**config.mk**
```make
export PLATFORM = sky130hd
export DESIGN_NAME = multi_button_debouncer_with_press_events_unit_flat
export DESIGN_NICKNAME = d
export VERILOG_FILES = /design/src/mbd_pkg.sv /design/src/mbd_if.sv /design/src/mbd_lane.sv /design/src/mbd_merge.sv /design/src/multi_button_debouncer_with_press_events_unit.sv /design/src/flat_wrapper.sv
export SDC_FILE = /design/constraint.sdc
export NUM_CORES = 1
export LEC_CHECK = 0
export BUFFER_PORTS_ARGS = -buffer_cell sky130_fd_sc_hd__buf_2
export CAP_MARGIN = 5
export CORE_UTILIZATION = 34
export CTS_BUF_LIST = sky130_fd_sc_hd__clkbuf_2 sky130_fd_sc_hd__clkbuf_4 sky130_fd_sc_hd__clkbuf_8
export DETAILED_ROUTE_END_ITERATION = 12
export PLACE_DENSITY_LB_ADDON = 0.12
export SYNTH_ARGS = -nofsm -noshare
export SYNTH_HDL_FRONTEND = slang
export SYNTH_SLANG_ARGS = --single-unit
```
**constraint.sdc**
```tcl
create_clock -name clock -period 11.3 [get_ports clock]
set_input_delay 2.26 -clock clock [delete_from_list [all_inputs] [get_ports clock]]
set_output_delay 2.26 -clock clock [all_outputs]
set_load 0.01 [all_outputs]
```
**src/mbd_pkg.sv**
```systemverilog
`timescale 1ns / 1ps

package mbd_pkg;

   localparam int NumButtons = 4;
   localparam int TimeBits   = 32;
   localparam int DebBits    = 16;
   localparam int EventBits  = 3;
   localparam int KindBits   = 2;
   localparam int CsrIdxBits = 1;

   localparam logic [KindBits-1:0] KindSample  = 2'd0;
   localparam logic [KindBits-1:0] KindConsume = 2'd1;
   localparam logic [KindBits-1:0] KindCapture = 2'd2;

   localparam logic [CsrIdxBits-1:0] CsrDebounceMs = 1'd0;
   localparam logic [CsrIdxBits-1:0] CsrActiveLow  = 1'd1;

   localparam logic [EventBits-1:0] EventNone = 3'd0;

   localparam logic [DebBits-1:0] DebounceReset  = 16'd30;
   localparam logic               ActiveLowReset = 1'b1;

   // per-item command broadcast to every lane
   typedef struct packed {
      logic                sample;
      logic                capture;
      logic                consume;
      logic [TimeBits-1:0] now;
      logic [DebBits-1:0]  debounce;
   } mbd_lane_cmd_type;

   typedef struct packed {
      logic [EventBits-1:0]  press_event;
      logic [NumButtons-1:0] stable_pressed;
   } mbd_rsp_data_type;

endpackage

```
**src/mbd_if.sv**
```systemverilog
`timescale 1ns / 1ps

interface mbd_req_if;
   import mbd_pkg::*;
   logic                  valid;
   logic                  ready;
   logic [KindBits-1:0]   kind;
   logic [TimeBits-1:0]   now_ms;
   logic [NumButtons-1:0] pin_levels;

   modport source (output valid, kind, now_ms, pin_levels, input ready);
   modport sink   (input valid, kind, now_ms, pin_levels, output ready);
endinterface

interface mbd_rsp_if;
   import mbd_pkg::*;
   logic                  valid;
   logic                  ready;
   logic [EventBits-1:0]  press_event;
   logic [NumButtons-1:0] stable_pressed;

   modport source (output valid, press_event, stable_pressed, input ready);
   modport sink   (input valid, press_event, stable_pressed, output ready);
endinterface

```
**src/mbd_lane.sv**
```systemverilog
`timescale 1ns / 1ps

module mbd_lane import mbd_pkg::*; (
   input  logic             clock,
   input  logic             reset,
   input  mbd_lane_cmd_type cmd,
   input  logic             raw_bit,
   input  logic             grant,
   output logic             stable_next,
   output logic             pending
);

   logic                last_ff, last_in;
   logic                stable_ff, stable_in;
   logic                pending_ff, pending_in;
   logic [TimeBits-1:0] change_time_ff, change_time_in;
   logic [TimeBits-1:0] start_time;
   logic [TimeBits-1:0] elapsed;
   logic                changed;
   logic                held;

   always_comb begin
      changed    = raw_bit != last_ff;
      start_time = changed ? cmd.now : change_time_ff;
      elapsed    = cmd.now - start_time;
      held       = elapsed >= TimeBits'(cmd.debounce);

      last_in        = last_ff;
      stable_in      = stable_ff;
      pending_in     = pending_ff;
      change_time_in = change_time_ff;

      if (cmd.sample) begin
         last_in        = raw_bit;
         change_time_in = start_time;
         if (held && (raw_bit != stable_ff)) begin
            stable_in = raw_bit;
            if (raw_bit) begin
               pending_in = 1'b1;
            end
         end
      end
      if (cmd.capture) begin
         last_in        = raw_bit;
         stable_in      = raw_bit;
         change_time_in = cmd.now;
      end
      if (cmd.consume && grant) begin
         pending_in = 1'b0;
      end
   end

   always_ff @(posedge clock) begin
      if (reset) begin
         last_ff        <= 1'b0;
         stable_ff      <= 1'b0;
         pending_ff     <= 1'b0;
         change_time_ff <= '0;
      end else begin
         last_ff        <= last_in;
         stable_ff      <= stable_in;
         pending_ff     <= pending_in;
         change_time_ff <= change_time_in;
      end
   end

   assign stable_next = stable_in;
   assign pending     = pending_ff;

endmodule

```
**src/mbd_merge.sv**
```systemverilog
`timescale 1ns / 1ps

module mbd_merge import mbd_pkg::*; (
   input  logic [NumButtons-1:0] pending,
   input  logic [NumButtons-1:0] stable_next,
   input  logic                  consume,
   output logic [NumButtons-1:0] grant,
   output mbd_rsp_data_type      result
);

   logic                 found;
   logic [EventBits-1:0] code;

   // lowest numbered pending button wins
   always_comb begin
      grant = '0;
      code  = EventNone;
      found = 1'b0;
      for (int i = 0; i < NumButtons; i++) begin
         if (pending[i] && !found) begin
            found    = 1'b1;
            grant[i] = 1'b1;
            code     = EventBits'(i + 1);
         end
      end
      result.press_event    = consume ? code : EventNone;
      result.stable_pressed = stable_next;
   end

endmodule

```
**src/multi_button_debouncer_with_press_events_unit.sv**
```systemverilog
`timescale 1ns / 1ps

// A result is registered in the output register, or in the skid entry when
// that is full and not being taken. Throughput: one item per cycle while the
// skid entry is empty; each lane does one 32-bit subtract and compare per
// item, and a two-entry output buffer takes one more item when rsp stalls.
// Reset (synchronous): clears all button state, empties the output buffer,
// debounce_ms returns to 30 and active_low to 1.
module multi_button_debouncer_with_press_events_unit import mbd_pkg::*; (
   input  logic                  clock,
   input  logic                  reset,
   mbd_req_if.sink               req,
   mbd_rsp_if.source             rsp,
   input  logic                  csr_we,
   input  logic [CsrIdxBits-1:0] csr_index,
   input  logic [DebBits-1:0]    csr_wdata
);

   logic [DebBits-1:0] debounce_ms_ff;
   logic               active_low_ff;

   always_ff @(posedge clock) begin
      if (reset) begin
         debounce_ms_ff <= DebounceReset;
         active_low_ff  <= ActiveLowReset;
      end else if (csr_we) begin
         unique case (csr_index)
            CsrDebounceMs: debounce_ms_ff <= csr_wdata;
            CsrActiveLow:  active_low_ff  <= csr_wdata[0];
            default:       ;
         endcase
      end
   end

   logic                  accept;
   logic [NumButtons-1:0] raw_pressed;
   mbd_lane_cmd_type      cmd;
   logic [NumButtons-1:0] stable_next;
   logic [NumButtons-1:0] pending;
   logic [NumButtons-1:0] grant;
   mbd_rsp_data_type      result;

   assign accept      = req.valid && req.ready;
   assign raw_pressed = active_low_ff ? ~req.pin_levels : req.pin_levels;

   always_comb begin
      cmd.sample   = accept && (req.kind == KindSample);
      cmd.capture  = accept && (req.kind == KindCapture);
      cmd.consume  = accept && (req.kind == KindConsume);
      cmd.now      = req.now_ms;
      cmd.debounce = debounce_ms_ff;
   end

   for (genvar g = 0; g < NumButtons; g++) begin : g_lane
      mbd_lane u_lane (
         .clock       (clock),
         .reset       (reset),
         .cmd         (cmd),
         .raw_bit     (raw_pressed[g]),
         .grant       (grant[g]),
         .stable_next (stable_next[g]),
         .pending     (pending[g])
      );
   end

   mbd_merge u_merge (
      .pending     (pending),
      .stable_next (stable_next),
      .consume     (cmd.consume),
      .grant       (grant),
      .result      (result)
   );

   // output register plus skid entry
   logic             out_valid_ff, out_valid_in;
   mbd_rsp_data_type out_data_ff, out_data_in;
   logic             skid_valid_ff, skid_valid_in;
   mbd_rsp_data_type skid_data_ff, skid_data_in;
   logic             take_out;

   assign take_out = out_valid_ff && rsp.ready;

   always_comb begin
      out_valid_in  = out_valid_ff;
      out_data_in   = out_data_ff;
      skid_valid_in = skid_valid_ff;
      skid_data_in  = skid_data_ff;
      if (skid_valid_ff) begin
         if (take_out) begin
            out_data_in   = skid_data_ff;
            skid_valid_in = 1'b0;
         end
      end else if (accept) begin
         if (!out_valid_ff || take_out) begin
            out_valid_in = 1'b1;
            out_data_in  = result;
         end else begin
            skid_valid_in = 1'b1;
            skid_data_in  = result;
         end
      end else if (take_out) begin
         out_valid_in = 1'b0;
      end
   end

   always_ff @(posedge clock) begin
      if (reset) begin
         out_valid_ff  <= 1'b0;
         skid_valid_ff <= 1'b0;
      end else begin
         out_valid_ff  <= out_valid_in;
         skid_valid_ff <= skid_valid_in;
      end
      out_data_ff  <= out_data_in;
      skid_data_ff <= skid_data_in;
   end

   assign req.ready          = !skid_valid_ff;
   assign rsp.valid          = out_valid_ff;
   assign rsp.press_event    = out_data_ff.press_event;
   assign rsp.stable_pressed = out_data_ff.stable_pressed;

endmodule
```
**src/flat_wrapper.sv**
```systemverilog
// flat-port wrapper written by rule: the top's interface ports become plain ports
module multi_button_debouncer_with_press_events_unit_flat import mbd_pkg::*;
  (clock, reset, csr_we, csr_index, csr_wdata, req_valid, req_kind, req_now_ms, req_pin_levels, req_ready, rsp_valid, rsp_press_event, rsp_stable_pressed, rsp_ready);
  mbd_req_if req_i ();
  mbd_rsp_if rsp_i ();
  input  logic clock;
  input  logic reset;
  input  logic csr_we;
  input  logic [CsrIdxBits-1:0] csr_index;
  input  logic [DebBits-1:0] csr_wdata;
  input wire logic [$bits(req_i.valid)-1:0] req_valid;
  input wire logic [$bits(req_i.kind)-1:0] req_kind;
  input wire logic [$bits(req_i.now_ms)-1:0] req_now_ms;
  input wire logic [$bits(req_i.pin_levels)-1:0] req_pin_levels;
  output wire logic [$bits(req_i.ready)-1:0] req_ready;
  output wire logic [$bits(rsp_i.valid)-1:0] rsp_valid;
  output wire logic [$bits(rsp_i.press_event)-1:0] rsp_press_event;
  output wire logic [$bits(rsp_i.stable_pressed)-1:0] rsp_stable_pressed;
  input wire logic [$bits(rsp_i.ready)-1:0] rsp_ready;
  assign req_i.valid = req_valid;
  assign req_i.kind = req_kind;
  assign req_i.now_ms = req_now_ms;
  assign req_i.pin_levels = req_pin_levels;
  assign req_ready = req_i.ready;
  assign rsp_valid = rsp_i.valid;
  assign rsp_press_event = rsp_i.press_event;
  assign rsp_stable_pressed = rsp_i.stable_pressed;
  assign rsp_i.ready = rsp_ready;
  multi_button_debouncer_with_press_events_unit u_core (.clock(clock), .reset(reset), .req(req_i), .rsp(rsp_i), .csr_we(csr_we), .csr_index(csr_index), .csr_wdata(csr_wdata));
endmodule
```
; Word level (Yosys, flattened, before mapping)
; Cells that the tools add are included.
[classes]
n_addsub = 4
order_cmp = 4
n_eq_ne = 12
muxes = 55
bitwise = 4
n_reduce_logical = 40
[op_table]
columns = operator, n
row1 = $mux W32, 12
row2 = $ge A32 B16 Y1, 4
row3 = $sub A32 B32 Y32, 4
row4 = $mux W1, 34
row5 = $mux W7, 4
row6 = $reduce_and A3 Y1, 7
row7 = $logic_and A1 B1 Y1, 16
row8 = $mux W3, 4
row9 = $ne A1 B1 Y1, 8
row10 = $reduce_bool A2 Y1, 4
row11 = $reduce_or A2 Y1, 4
row12 = $logic_not A1 Y1, 5
row13 = $mux W4, 1
row14 = $ne A2 B2 Y1 const B, 2
row15 = $not A4 Y4, 1
row16 = $reduce_and A2 Y1, 2
row17 = $not A1 Y1, 3
row18 = $eq A2 B1 Y1 const B, 1
row19 = $eq A2 B2 Y1 const B, 1
row20 = $logic_not A2 Y1, 1
row21 = $logic_or A1 B1 Y1, 1
[totals]
reg_bits = 173
input_bits = 60
out_inout_bits = 9
elab_cells = 143

; Longest topological paths before layout
; Gate-level depths: netlist (run 1).
[logic_depth]
ltp_word = 14
ltp_mapped = 28
ltp_nobuf = 25

; By module
; From an unflattened synthesis (run 1), not the netlist that was laid out.
[unflattened]
cells_unflattened = 2540
hier_area_um2 = 18566.6
[by_module_without_submodules]
columns = module, n_inst, cells_per_inst, area_per_inst_um2, seq_area_each_um2
row1 = mbd_lane (u_core.g_lane[1].u_lane ...), 2, 595, 4201.5, 700.7
row2 = mbd_lane (u_core.g_lane[3].u_lane), 1, 632, 4342.9, 700.7
row3 = mbd_lane (u_core.g_lane[0].u_lane), 1, 587, 4247.8, 700.7
row4 = multi_button_debouncer_with_press_events_unit, 1, 118, 1473.9, 800.8
row5 = mbd_merge, 1, 13, 98.8, 0.0

; Least setup slack after synthesis (run 1)
; OpenSTA, ideal clock, no wires.
[synth_path]
path_kind = input port to flip-flop
from = input req_pin_levels[3]
to = register u_core.out_data_ff, in the netlist u_core.rsp.stable_pressed[3] (data pin)
arrival_time_ns = 7.662
t_required_ns = 11.135
path_slack_ns = 3.473
path_stages = 25
path_buffers = 2
cell_sequence = xnor3_1 -> buf_2 -> clkbuf_1 -> o21ai_0 -> ha_1 -> inv_1 -> ha_1 -> a2111oi_2 -> nor3_2 -> and2_1 -> nand3b_1 -> o21ai_0 -> a221oi_1 -> ha_1 -> nand2_1 -> nor2_1 -> a211oi_1 -> o22ai_1 -> or4_1 -> or4_4 -> nor4b_2 -> o2111ai_1 -> or4_4 -> o31a_1 -> o31ai_2
[synth_rtl]
columns = element, line_no
row1 = start: declaration, flat_wrapper.sv:14  ; input wire logic [$bits(req_i.pin_levels)-1:0] req_pin_levels;
row2 = end signal: assignment, multi_button_debouncer_with_press_events_unit.sv:114  ; out_data_ff <= out_data_in;
row3 = end: declaration, multi_button_debouncer_with_press_events_unit.sv:76  ; mbd_rsp_data_type out_data_ff, out_data_in;

==> flow_metrics.env, run 1 <==
export IMPL_max_freq_mhz=125.5
export IMPL_path_common_cell="a211oi_1"
export IMPL_synthCells=2601
export IMPL_hold_path_class="reg -> reg"
export IMPL_hold_depth=2
export IMPL_die_area_um2=55460
export IMPL_cts_root_buf="clkbuf_8"
export IMPL_drv_slew=0
export IMPL_drt_iter0_drc=1244
export IMPL_vias=19200
export IMPL_drt_first_pass_iters=7
export IMPL_status="finished, final reports clean"
export IMPL_io_buffers=68
export IMPL_clock_sinks=173
export IMPL_pre_cts_slack_ns=2.779
export IMPL_yosysWarnings=0
export IMPL_core_um2=53810
export IMPL_postCtsSetupBuffers=0
export IMPL_slowest_delay_ns=0.65
export IMPL_placementRows=85
export IMPL_yosysUniqueCellTypes=92
export IMPL_critPathKind="in -> reg"
export IMPL_grt_start_max_net_pins=74
export IMPL_r2r_end="u_core.rsp.stable_pressed[3]"
export IMPL_relSlewSlack_pct=18.33
export IMPL_seq_area_frac_synth_pct=19.44
export IMPL_fin_nets=2751
export IMPL_die_h_um=235.5
export IMPL_power_density_nw_per_um2=133.3
export IMPL_ant_nets=0
export IMPL_r2r_start="u_core.active_low_ff"
export IMPL_fin_ws_ns=3.333
export IMPL_clock_path_buffers=2
export IMPL_clkTransAtPathRegs_ns=0.11
export IMPL_total_power_mw=2.623
export IMPL_syn2layout_area_growth_pct=6.129
export IMPL_hold_buffers=0
export IMPL_drive_gt1_share_pct=7.003
export IMPL_synth_seq_cells=173
export IMPL_whs_endpoint="u_core.g_lane[0].u_lane.change_time_ff[19]"
export IMPL_avgRoutedWirePerCell_um=21.87
export IMPL_setup_tns_ns=0
export IMPL_grt_pass1_wl_mm=108.2
export IMPL_final_seq_area_um2=3603
export IMPL_grt_setup_unrepaired="false"
export IMPL_finalSetupViolations=0
export IMPL_initial_core_util_pct=34.45
export IMPL_maxCapViolations=0
export IMPL_avgSynthCellArea_um2=7.127
export IMPL_cts_repair_resized=0
export IMPL_r2r_worst_path_cells=24
export IMPL_drcViolationCount=0
export IMPL_path_max_fanout=26
export IMPL_vias_per_cell=5.903
export IMPL_grt_use_total_pct=25.33
export IMPL_r2r_slack_ns=4.43
export IMPL_cp_end_kind="flop"
export IMPL_synth_edff_count=14
export IMPL_cp_buffers_inverters=3
export IMPL_synth_nets=2809
export IMPL_grt_antenna_before_repair=3
export IMPL_hold_start="u_core.g_lane[0].u_lane.change_time_ff[19]"
export IMPL_cts_htree_levels=4
export IMPL_place_congestion=0.9035
export IMPL_grt_ovfl_total=0
export IMPL_cp_top_family="compound AO/OA/AOI/OAI gates"
export IMPL_cp_start_kind="input pin"
export IMPL_period_share_pct=70.51
export IMPL_path_cells="buf_2, xnor3_1, buf_4, o21ai_0, ha_1, inv_1, a211oi_1, o21ai_1, a211oi_1, nor2b_1, a21oi_1, xor2_1, ha_1, nand2_1, nor2_1, a211oi_1, o22ai_1, or4_1, or4_4, nor4b_2, o2111ai_1, or4_4, o31a_1, o31ai_2"
export IMPL_cts_buffers=17
export IMPL_clkLatencyLatePin_ns=0.60
export IMPL_finalClockSkew_ns=0.01268
export IMPL_tightest_slew_ns=1.225
export IMPL_die_w_um=235.5
export IMPL_irDropWorstVdd_mv=0.09841
export IMPL_async_flop_share_pct=0
export IMPL_multiInputGateArea_um2=14000
export IMPL_wl_mm=71.13
export IMPL_first_global_vias=18360
export IMPL_worstPathArrival_ns=8.41
export IMPL_ys_dominant_reg_cell="dfxtp_1"
export IMPL_hold_viol_final=0
export IMPL_nFillCells=5881
export IMPL_place_hpwl_mm=56.31
export IMPL_ios=69
export IMPL_leakage_nw=7.517
export IMPL_cp_data_required_time_ns=11.74
export IMPL_slowest_stage="a211oi_1"
export IMPL_cts_tree="yes"
export IMPL_synthesis_area_um2=18540
export IMPL_finalCriticalPeriod_ns=7.967
==> tightest hold or removal path: cells and delay by family, from the launching register on <==
family / cells / cell delay (ns)
compound gates: 1 / 0.05
flops: 1 / 0.32
simple gates: 1 / 0.05
==> power breakdown <==
part           internal [mW]  switching [mW]  leakage, nW
Sequential             0.651          0.0254         1.43
Combinational          0.517           0.921         5.87
Clock                  0.216           0.292        0.214
==> synth_stat cells (10+ instances only) <==
cell type | instances | area share, %
o21ai_1 | 16 | 0.43
nor2_1 | 142 | 2.9
nor4_1 | 20 | 0.67
o21bai_1 | 15 | 0.61
a221oi_1 | 12 | 0.57
o31ai_1 | 20 | 0.81
inv_1 | 74 | 1.5
o221ai_1 | 12 | 0.57
nand2b_1 | 67 | 2.3
buf_2 | 24 | 0.65
a21o_1 | 51 | 2.1
a211oi_1 | 30 | 1.2
ha_1 | 148 | 10
nand4_1 | 51 | 1.7
nor2b_1 | 60 | 2.0
nor3b_1 | 12 | 0.49
o2111ai_1 | 13 | 0.61
nor3_1 | 40 | 1.1
nand3_1 | 50 | 1.3
buf_1 | 30 | 0.61
xor2_1 | 32 | 1.5
o22ai_1 | 12 | 0.40
or2_2 | 12 | 0.40
a31oi_1 | 30 | 1.0
xnor2_1 | 59 | 2.8
edfxtp_1 | 14 | 2.3
or3_1 | 10 | 0.34
o211ai_1 | 36 | 1.5
nand2_1 | 474 | 9.6
and3_1 | 17 | 0.57
o21ai_0 | 116 | 3.1
dfxtp_1 | 159 | 17
and2_1 | 19 | 0.64
mux2i_1 | 94 | 5.1
clkbuf_1 | 109 | 2.2
o21a_1 | 20 | 0.81
a21oi_1 | 314 | 8.5
==> area by class of cell <==
type | instances | area share [%]
Clock inverter | 12 | 0.7314
Antenna cell | 1 | 0.01272
Inverter | 74 | 1.412
Multi-Input combinational cell | 2187 | 71.15
Sequential cell | 173 | 18.32
Clock buffer | 20 | 1.367
Tap cell | 696 | 4.426
Timing Repair Buffer | 90 | 2.582
==> registers in the layout, indices dropped and copies added, names as in the netlist <==
register and cells:
u_core.rsp.valid 1, u_core.g_lane.u_lane.change_time_ff 128, u_core.g_lane.u_lane.pending 4, u_core.skid_valid_ff 1, u_core.debounce_ms_ff 16, u_core.rsp.press_event 3, u_core.g_lane.u_lane.last_ff 4, u_core.active_low_ff 1
u_core.skid_data_ff 7, u_core.g_lane.u_lane.stable_ff 4, u_core.rsp.stable_pressed 4
==> metrics by stage <==
stage | std cells | hold WS, ns | utilization, % | instance area, um2
2_1_floorplan | 2601 | 0.4357 | - | 18540
3_3_place_gp | 3220 | 0.4406 | 35.79 | 19260
3_5_place_dp | 3220 | 0.4464 | 35.79 | 19260
4_1_cts | 3252 | 0.4604 | 36.55 | 19670
5_1_grt | 3252 | 0.4759 | 36.55 | 19670
6_report | 3253 | 0.4572 | 36.56 | 19670
==> logic make-up (layout without fill, tap and decap cells) <==
kind of cell | Yosys count | in the layout | synth area share (%)
and+or+nand+nor | 1005 | 1005 | 25.49
AOI/OAI and AO/OA | 830 | 830 | 28.91
buffers and inverters | 241 | 196 | 5.163
DFF | 173 | 173 | 19.44
adders and majority gates | 158 | 158 | 10.54
xor gates and xnor gates | 100 | 100 | 5.386
muxes | 94 | 94 | 5.076
other | 0 | 1 | 0
==> cells in the final DEF, fill, tap and decap left out, types with 67 or more instances in the layout <==
cell,count
a21oi_1,314
buf_2,67
dfxtp_1,159
ha_1,148
inv_1,74
mux2i_1,94
nand2_1,474
nand2b_1,67
nor2_1,142
o21ai_0,116
==> how the worst max path moves through the flow <==
stage,from,end,slack (ns),cells after the start
after floorplan,req_pin_levels[3],u_core.rsp.stable_pressed[3],3.47,25
after global placement,req_pin_levels[3],u_core.rsp.stable_pressed[3],2.90,24
after detailed placement,req_pin_levels[3],u_core.rsp.stable_pressed[3],2.78,24
after CTS,req_pin_levels[3],u_core.rsp.stable_pressed[3],3.41,24
after global routing,req_pin_levels[3],u_core.rsp.stable_pressed[3],3.04,24
final,req_pin_levels[3],u_core.rsp.stable_pressed[3],3.33,24
==> per-layer routing <==
metal	GRT usage (%)	vias up	wire length (um)
li1	-	9387	-
met2	44.31	439	34780
met1	31.39	9264	31560
met5	0	-	0
met3	2.803	111	2234
met4	10.66	0	2558
Power figures use the tool's default switching activity.
==> run 2, diff against run 1 <==
- clock period: 11.3 -> 7.1 ns (I/O delays scaled with it)
==> run 2 against run 1 <==
Sequential share of layout area shrank 0.41 points. Register-to-register slack lost 3.8 ns. Highest routed layer unchanged. Core utilization grew 0.84 points. Largest power group unchanged. Wire length shrank 1.8%. Clock skew grew 0.0037 ns.
==> flow_metrics.env, run 2 (synthesized netlist as in run 1, its figures left out) <==
export IMPL_vias_per_cell=5.822
export IMPL_clkTransAtPathRegs_ns=0.11
export IMPL_io_buffers=68
export IMPL_grt_pass1_wl_mm=107.7
export IMPL_finalCriticalPeriod_ns=6.617
export IMPL_irDropWorstVdd_mv=0.1368
export IMPL_place_hpwl_mm=56.56
export IMPL_leakage_nw=7.809
export IMPL_relSlewSlack_pct=31.82
export IMPL_cp_data_required_time_ns=7.53
export IMPL_cp_end_kind="flop"
export IMPL_die_w_um=235.5
export IMPL_core_um2=53810
export IMPL_layout_common_cells="474 x nand2_1, 314 x a21oi_1, 159 x dfxtp_1, 148 x ha_1, 142 x nor2_1"
export IMPL_drt_first_pass_iters=7
export IMPL_first_global_vias=18760
export IMPL_critPathKind="in -> reg"
export IMPL_hold_buffers=0
export IMPL_max_freq_mhz=151.1
export IMPL_reg_top3="u_core.g_lane.u_lane.change_time_ff x128, u_core.debounce_ms_ff x16, u_core.skid_data_ff x7"
export IMPL_clock_path_buffers=2
export IMPL_cts_buffers=17
export IMPL_drcViolationCount=0
export IMPL_largest_register_ff_count=128
export IMPL_cts_repair_resized=0
export IMPL_power_density_nw_per_um2=206.1
export IMPL_drive_gt1_share_pct=9.306
export IMPL_grt_setup_unrepaired="false"
export IMPL_ios=69
export IMPL_tightest_slew_ns=1.023
export IMPL_avgRoutedWirePerCell_um=21.04
export IMPL_finalSetupViolations=0
export IMPL_clock_sinks=173
export IMPL_initial_core_util_pct=34.45
export IMPL_wl_mm=69.82
export IMPL_grt_antenna_before_repair=0
export IMPL_vias=19320
export IMPL_cts_tree="yes"
export IMPL_path_common_cell="ha_1"
export IMPL_drt_iter0_drc=1627
export IMPL_status="finished, final reports clean"
export IMPL_placementRows=85
export IMPL_die_h_um=235.5
export IMPL_worstPathArrival_ns=7.05
export IMPL_path_max_fanout=5
export IMPL_cp_top_family="simple AND/OR/NAND/NOR gates"
export IMPL_final_common_cell="nand2_1"
export IMPL_slowest_stage="or4_1"
export IMPL_fin_hold_ws_ns=0.4596
export IMPL_maxCapViolations=0
export IMPL_clkLatencyLatePin_ns=0.59
export IMPL_largest_register="u_core.g_lane.u_lane.change_time_ff"
export IMPL_postCtsSetupBuffers=0
export IMPL_period_share_pct=93.20
export IMPL_fin_ws_ns=0.4831
export IMPL_hold_viol_final=0
export IMPL_drv_slew=0
export IMPL_grt_ovfl_total=0
export IMPL_die_area_um2=55460
export IMPL_finalClockSkew_ns=0.01641
export IMPL_grt_use_total_pct=25.01
export IMPL_slowest_delay_ns=0.55
export IMPL_cp_buffers_inverters=2
export IMPL_syn2layout_area_growth_pct=8.565
export IMPL_place_congestion=0.9353
export IMPL_cp_start_kind="input pin"
export IMPL_fin_nets=2817
export IMPL_antennaDiodeCount=0
export IMPL_cts_htree_levels=4
export IMPL_grt_start_max_net_pins=74
export IMPL_cts_root_buf="clkbuf_8"
export IMPL_total_power_mw=4.147
export IMPL_ant_nets=0
export IMPL_hold_path_class="reg -> reg"
export IMPL_pre_cts_slack_ns=-0.07244
-- run 2: per-stage QoR --
| stage | cells | TNS, ns | util [%] | area (um2) |
|---|---|---|---|---|
| after CTS | 3318 | 0 | 37.40 | 20130 |
| final | 3318 | 0 | 37.40 | 20130 |
| after global routing | 3318 | 0 | 37.40 | 20130 |
| after detailed placement | 3286 | -0.08476 | 36.71 | 19750 |
| after floorplan | 2601 | 0 | - | 18540 |
| after global placement | 3286 | -0.002111 | 36.71 | 19750 |
-- run 2: worst paths after layout --
check                                                  start                                         end  slack [ns]  depth (start not counted)
hold reg to reg   u_core.g_lane[1].u_lane.change_time_ff[19]  u_core.g_lane[1].u_lane.change_time_ff[19]        0.46                          2
hold / removal    u_core.g_lane[1].u_lane.change_time_ff[19]  u_core.g_lane[1].u_lane.change_time_ff[19]        0.46                          2
setup reg to reg                        u_core.active_low_ff                u_core.rsp.stable_pressed[3]        0.66                         24
setup / recovery                           req_pin_levels[3]                u_core.rsp.stable_pressed[3]        0.48                         25
-- run 2: cell type report --
cell class / count / area [um2]
sequential: 173 / 3603
multi-input combinational: 2187 / 14000
timing repair buffer: 156 / 1003
inverter: 74 / 277.8
clock buffer: 18 / 241.5
tap: 696 / 870.8
clock inverter: 14 / 131.4
fill: 5769 / 33690
-- run 2: layer usage --
metal	global-route usage [%]	wire (um)	vias to the layer above
li1	-	-	9508
met1	31.81	31850	9224
met2	42.94	33190	484
met3	3.365	2546	103
met4	9.071	2236	0
met5	0	0	-
-- run 2: worst register-to-register path, delay by kind of cell (launching register included) --
family	cells	cell delay [ns]
simple gates	10	2.53
buf+inv	1	0.11
flops	1	0.56
compound gates	9	1.73
fa+ha+maj	3	0.76
xor+xnor	1	0.61
-- run 2: report_power, final --
group	total [mW]	internal, mW	switching [mW]
clock network	0.737	0.286	0.450
registers	1.08	1.04	0.0404
logic	2.33	0.880	1.45
==> run 3, diff against run 2 <==
- CORE_UTILIZATION: 34 -> 30
==> run 3 against run 2 <==
First-iteration DRC count shrank 18%. Core utilization shrank 3.8 points. Non-clock buffer count grew 15. Combinational power is essentially flat. Hold slack lost 0.00098 ns. Global-route usage shrank 2.0 points. Via count is essentially flat. Total power grew 2.2%. Critical path type unchanged. Critical endpoint unchanged.
==> flow_metrics.env, run 3 (synthesized netlist as in run 1, its figures left out) <==
export IMPL_maxCapViolations=0
export IMPL_leakage_nw=7.908
export IMPL_grt_start_max_net_pins=68
export IMPL_fin_cells=3421
export IMPL_ant_nets=0
export IMPL_tightest_slew_ns=1.015
export IMPL_max_freq_mhz=150.9
export IMPL_finalCriticalPeriod_ns=6.629
export IMPL_cts_tree="yes"
export IMPL_cp_end_kind="flop"
export IMPL_path_max_fanout=6
export IMPL_hold_path_class="reg -> reg"
export IMPL_die_area_um2=62790
export IMPL_place_hpwl_mm=58.70
export IMPL_layout_common_cells="474 x nand2_1, 314 x a21oi_1, 159 x dfxtp_1, 148 x ha_1, 142 x nor2_1"
export IMPL_fin_nets=2832
export IMPL_largest_register="u_core.g_lane.u_lane.change_time_ff"
export IMPL_ios=69
export IMPL_critPathKind="in -> reg"
export IMPL_clkTransAtPathRegs_ns=0.11
export IMPL_power_density_nw_per_um2=207.9
export IMPL_first_global_vias=19000
export IMPL_crit_path_start="req_pin_levels[3]"
export IMPL_drive_gt1_share_pct=9.860
export IMPL_cts_buffers=17
export IMPL_r2r_end="u_core.rsp.stable_pressed[3]"
export IMPL_io_buffers=68
export IMPL_hold_viol_final=0
export IMPL_avgRoutedWirePerCell_um=21.29
export IMPL_cp_start_kind="input pin"
export IMPL_relSlewSlack_pct=32.35
export IMPL_hold_buffers=0
export IMPL_cts_htree_levels=4
export IMPL_grt_ovfl_total=0
export IMPL_place_congestion=0.9293
export IMPL_finalClockSkew_ns=0.01812
export IMPL_worstPathArrival_ns=7.07
export IMPL_nFillCells=6564
export IMPL_m1WireLength_mm=33.16
export IMPL_dr_wl_met3_mm=2.164
export IMPL_reg_top3="u_core.g_lane.u_lane.change_time_ff x128, u_core.debounce_ms_ff x16, u_core.skid_data_ff x7"
export IMPL_drv_slew=0
export IMPL_core_um2=60700
export IMPL_finalSetupViolations=0
export IMPL_placed_cell_area_um2=19970
export IMPL_r2r_worst_path_cells=25
export IMPL_drcViolationCount=0
export IMPL_r2r_slack_ns=0.74
export IMPL_grt_setup_unrepaired="false"
export IMPL_drt_first_pass_iters=7
export IMPL_cts_root_buf="clkbuf_8"
export IMPL_status="finished, final reports clean"
export IMPL_drt_iter0_drc=1332
export IMPL_grt_use_total_pct=23.00
export IMPL_die_w_um=250.6
export IMPL_cp_data_required_time_ns=7.54
export IMPL_vias=19330
export IMPL_highest_layer="met4"
export IMPL_clock_sinks=173
export IMPL_placementRows=90
export IMPL_r2r_start="u_core.active_low_ff"
export IMPL_initial_core_util_pct=30.54
export IMPL_wl_met2_mm=35.50
export IMPL_largest_register_ff_count=128
export IMPL_clkLatencyLatePin_ns=0.60
export IMPL_placed_cells=3387
export IMPL_endpoint="u_core.rsp.stable_pressed[3]"
export IMPL_syn2layout_area_growth_pct=10.01
export IMPL_clock_path_buffers=2
export IMPL_grt_pass1_wl_mm=111.2
export IMPL_vias_per_cell=5.652
export IMPL_fin_area_um2=20390
export IMPL_cts_repair_resized=0
export IMPL_final_common_cell="nand2_1"
export IMPL_postCtsSetupBuffers=0
export IMPL_grt_antenna_before_repair=3
export IMPL_wl_mm=72.84
export IMPL_period_share_pct=93.36
export IMPL_die_h_um=250.6
export IMPL_irDropWorstVdd_mv=0.1682
run 3: where the power goes:
part,switching [mW],internal [mW]
sequential,0.0409,1.04
combinational,1.46,0.892
clock,0.464,0.341
total,1.97,2.27
run 3: routing by layer:
| metal | global-route usage, % | up-vias |
|---|---|---|
| met5 | 0 | - |
| met4 | 8.221 | 0 |
| met3 | 2.349 | 105 |
| met2 | 40.46 | 444 |
| met1 | 28.90 | 9246 |
| li1 | - | 9539 |
run 3: worst min-delay path by stage:
| stage | startpoint | to | slack [ns] | depth (start not counted) |
|---|---|---|---|---|
| 2_1_floorplan | u_core.g_lane[0].u_lane.change_time_ff[12] | u_core.g_lane[0].u_lane.change_time_ff[12] | 0.44 | 2 |
| 3_5_place_dp | u_core.g_lane[2].u_lane.change_time_ff[13] | u_core.g_lane[2].u_lane.change_time_ff[13] | 0.45 | 2 |
| 3_3_place_gp | u_core.g_lane[3].u_lane.change_time_ff[16] | u_core.g_lane[3].u_lane.change_time_ff[16] | 0.44 | 2 |
| 4_1_cts | u_core.g_lane[2].u_lane.change_time_ff[13] | u_core.g_lane[2].u_lane.change_time_ff[13] | 0.46 | 2 |
| 6_report | u_core.g_lane[3].u_lane.change_time_ff[12] | u_core.g_lane[3].u_lane.change_time_ff[12] | 0.46 | 2 |
| 5_1_grt | u_core.g_lane[3].u_lane.change_time_ff[13] | u_core.g_lane[3].u_lane.change_time_ff[13] | 0.47 | 2 |
run 3: worst max-delay path, cell delays in order:
cell	delay (ns)
buf_2	0.15
xnor3_1	0.24
buf_4	0.19
nand2_1	0.08
o21ai_0	0.09
ha_1	0.23
inv_1	0.11
ha_1	0.26
a2111oi_2	0.07
nor3_2	0.25
and2_1	0.19
nand3b_1	0.11
o21ai_0	0.08
a221oi_1	0.27
ha_1	0.30
nand2_1	0.07
nor2_1	0.04
a211oi_1	0.30
o22ai_1	0.14
or4_1	0.54
or4_4	0.42
nor4b_2	0.27
o2111ai_1	0.15
or4_4	0.56
o31a_1	0.31
o31ai_2	0.21
run 3: through the flow:
step	worst slack (ns)	power [mW]	hold WS (ns)	util, %	TNS [ns]
2_1_floorplan	0.1127	2.719	0.4357	-	0
3_3_place_gp	-0.06475	3.428	0.4409	32.91	-0.06475
3_5_place_dp	-0.1121	3.438	0.4456	32.91	-0.1500
4_1_cts	0.5129	4.269	0.4609	33.59	0
5_1_grt	0.1940	4.548	0.4712	33.60	0
6_report	0.4714	4.239	0.4587	33.60	0
run 3: layout make-up:
class                      count  area (um2)  area share [%]
timing repair buffer         171        1116           5.473
inverter                      74       277.8           1.362
tap                          782       978.4           4.798
antenna                        2       5.005         0.02454
multi-input combinational   2187       14000           68.64
clock inverter                12       151.4          0.7424
clock buffer                  20       262.8           1.288
sequential                   173        3603           17.67
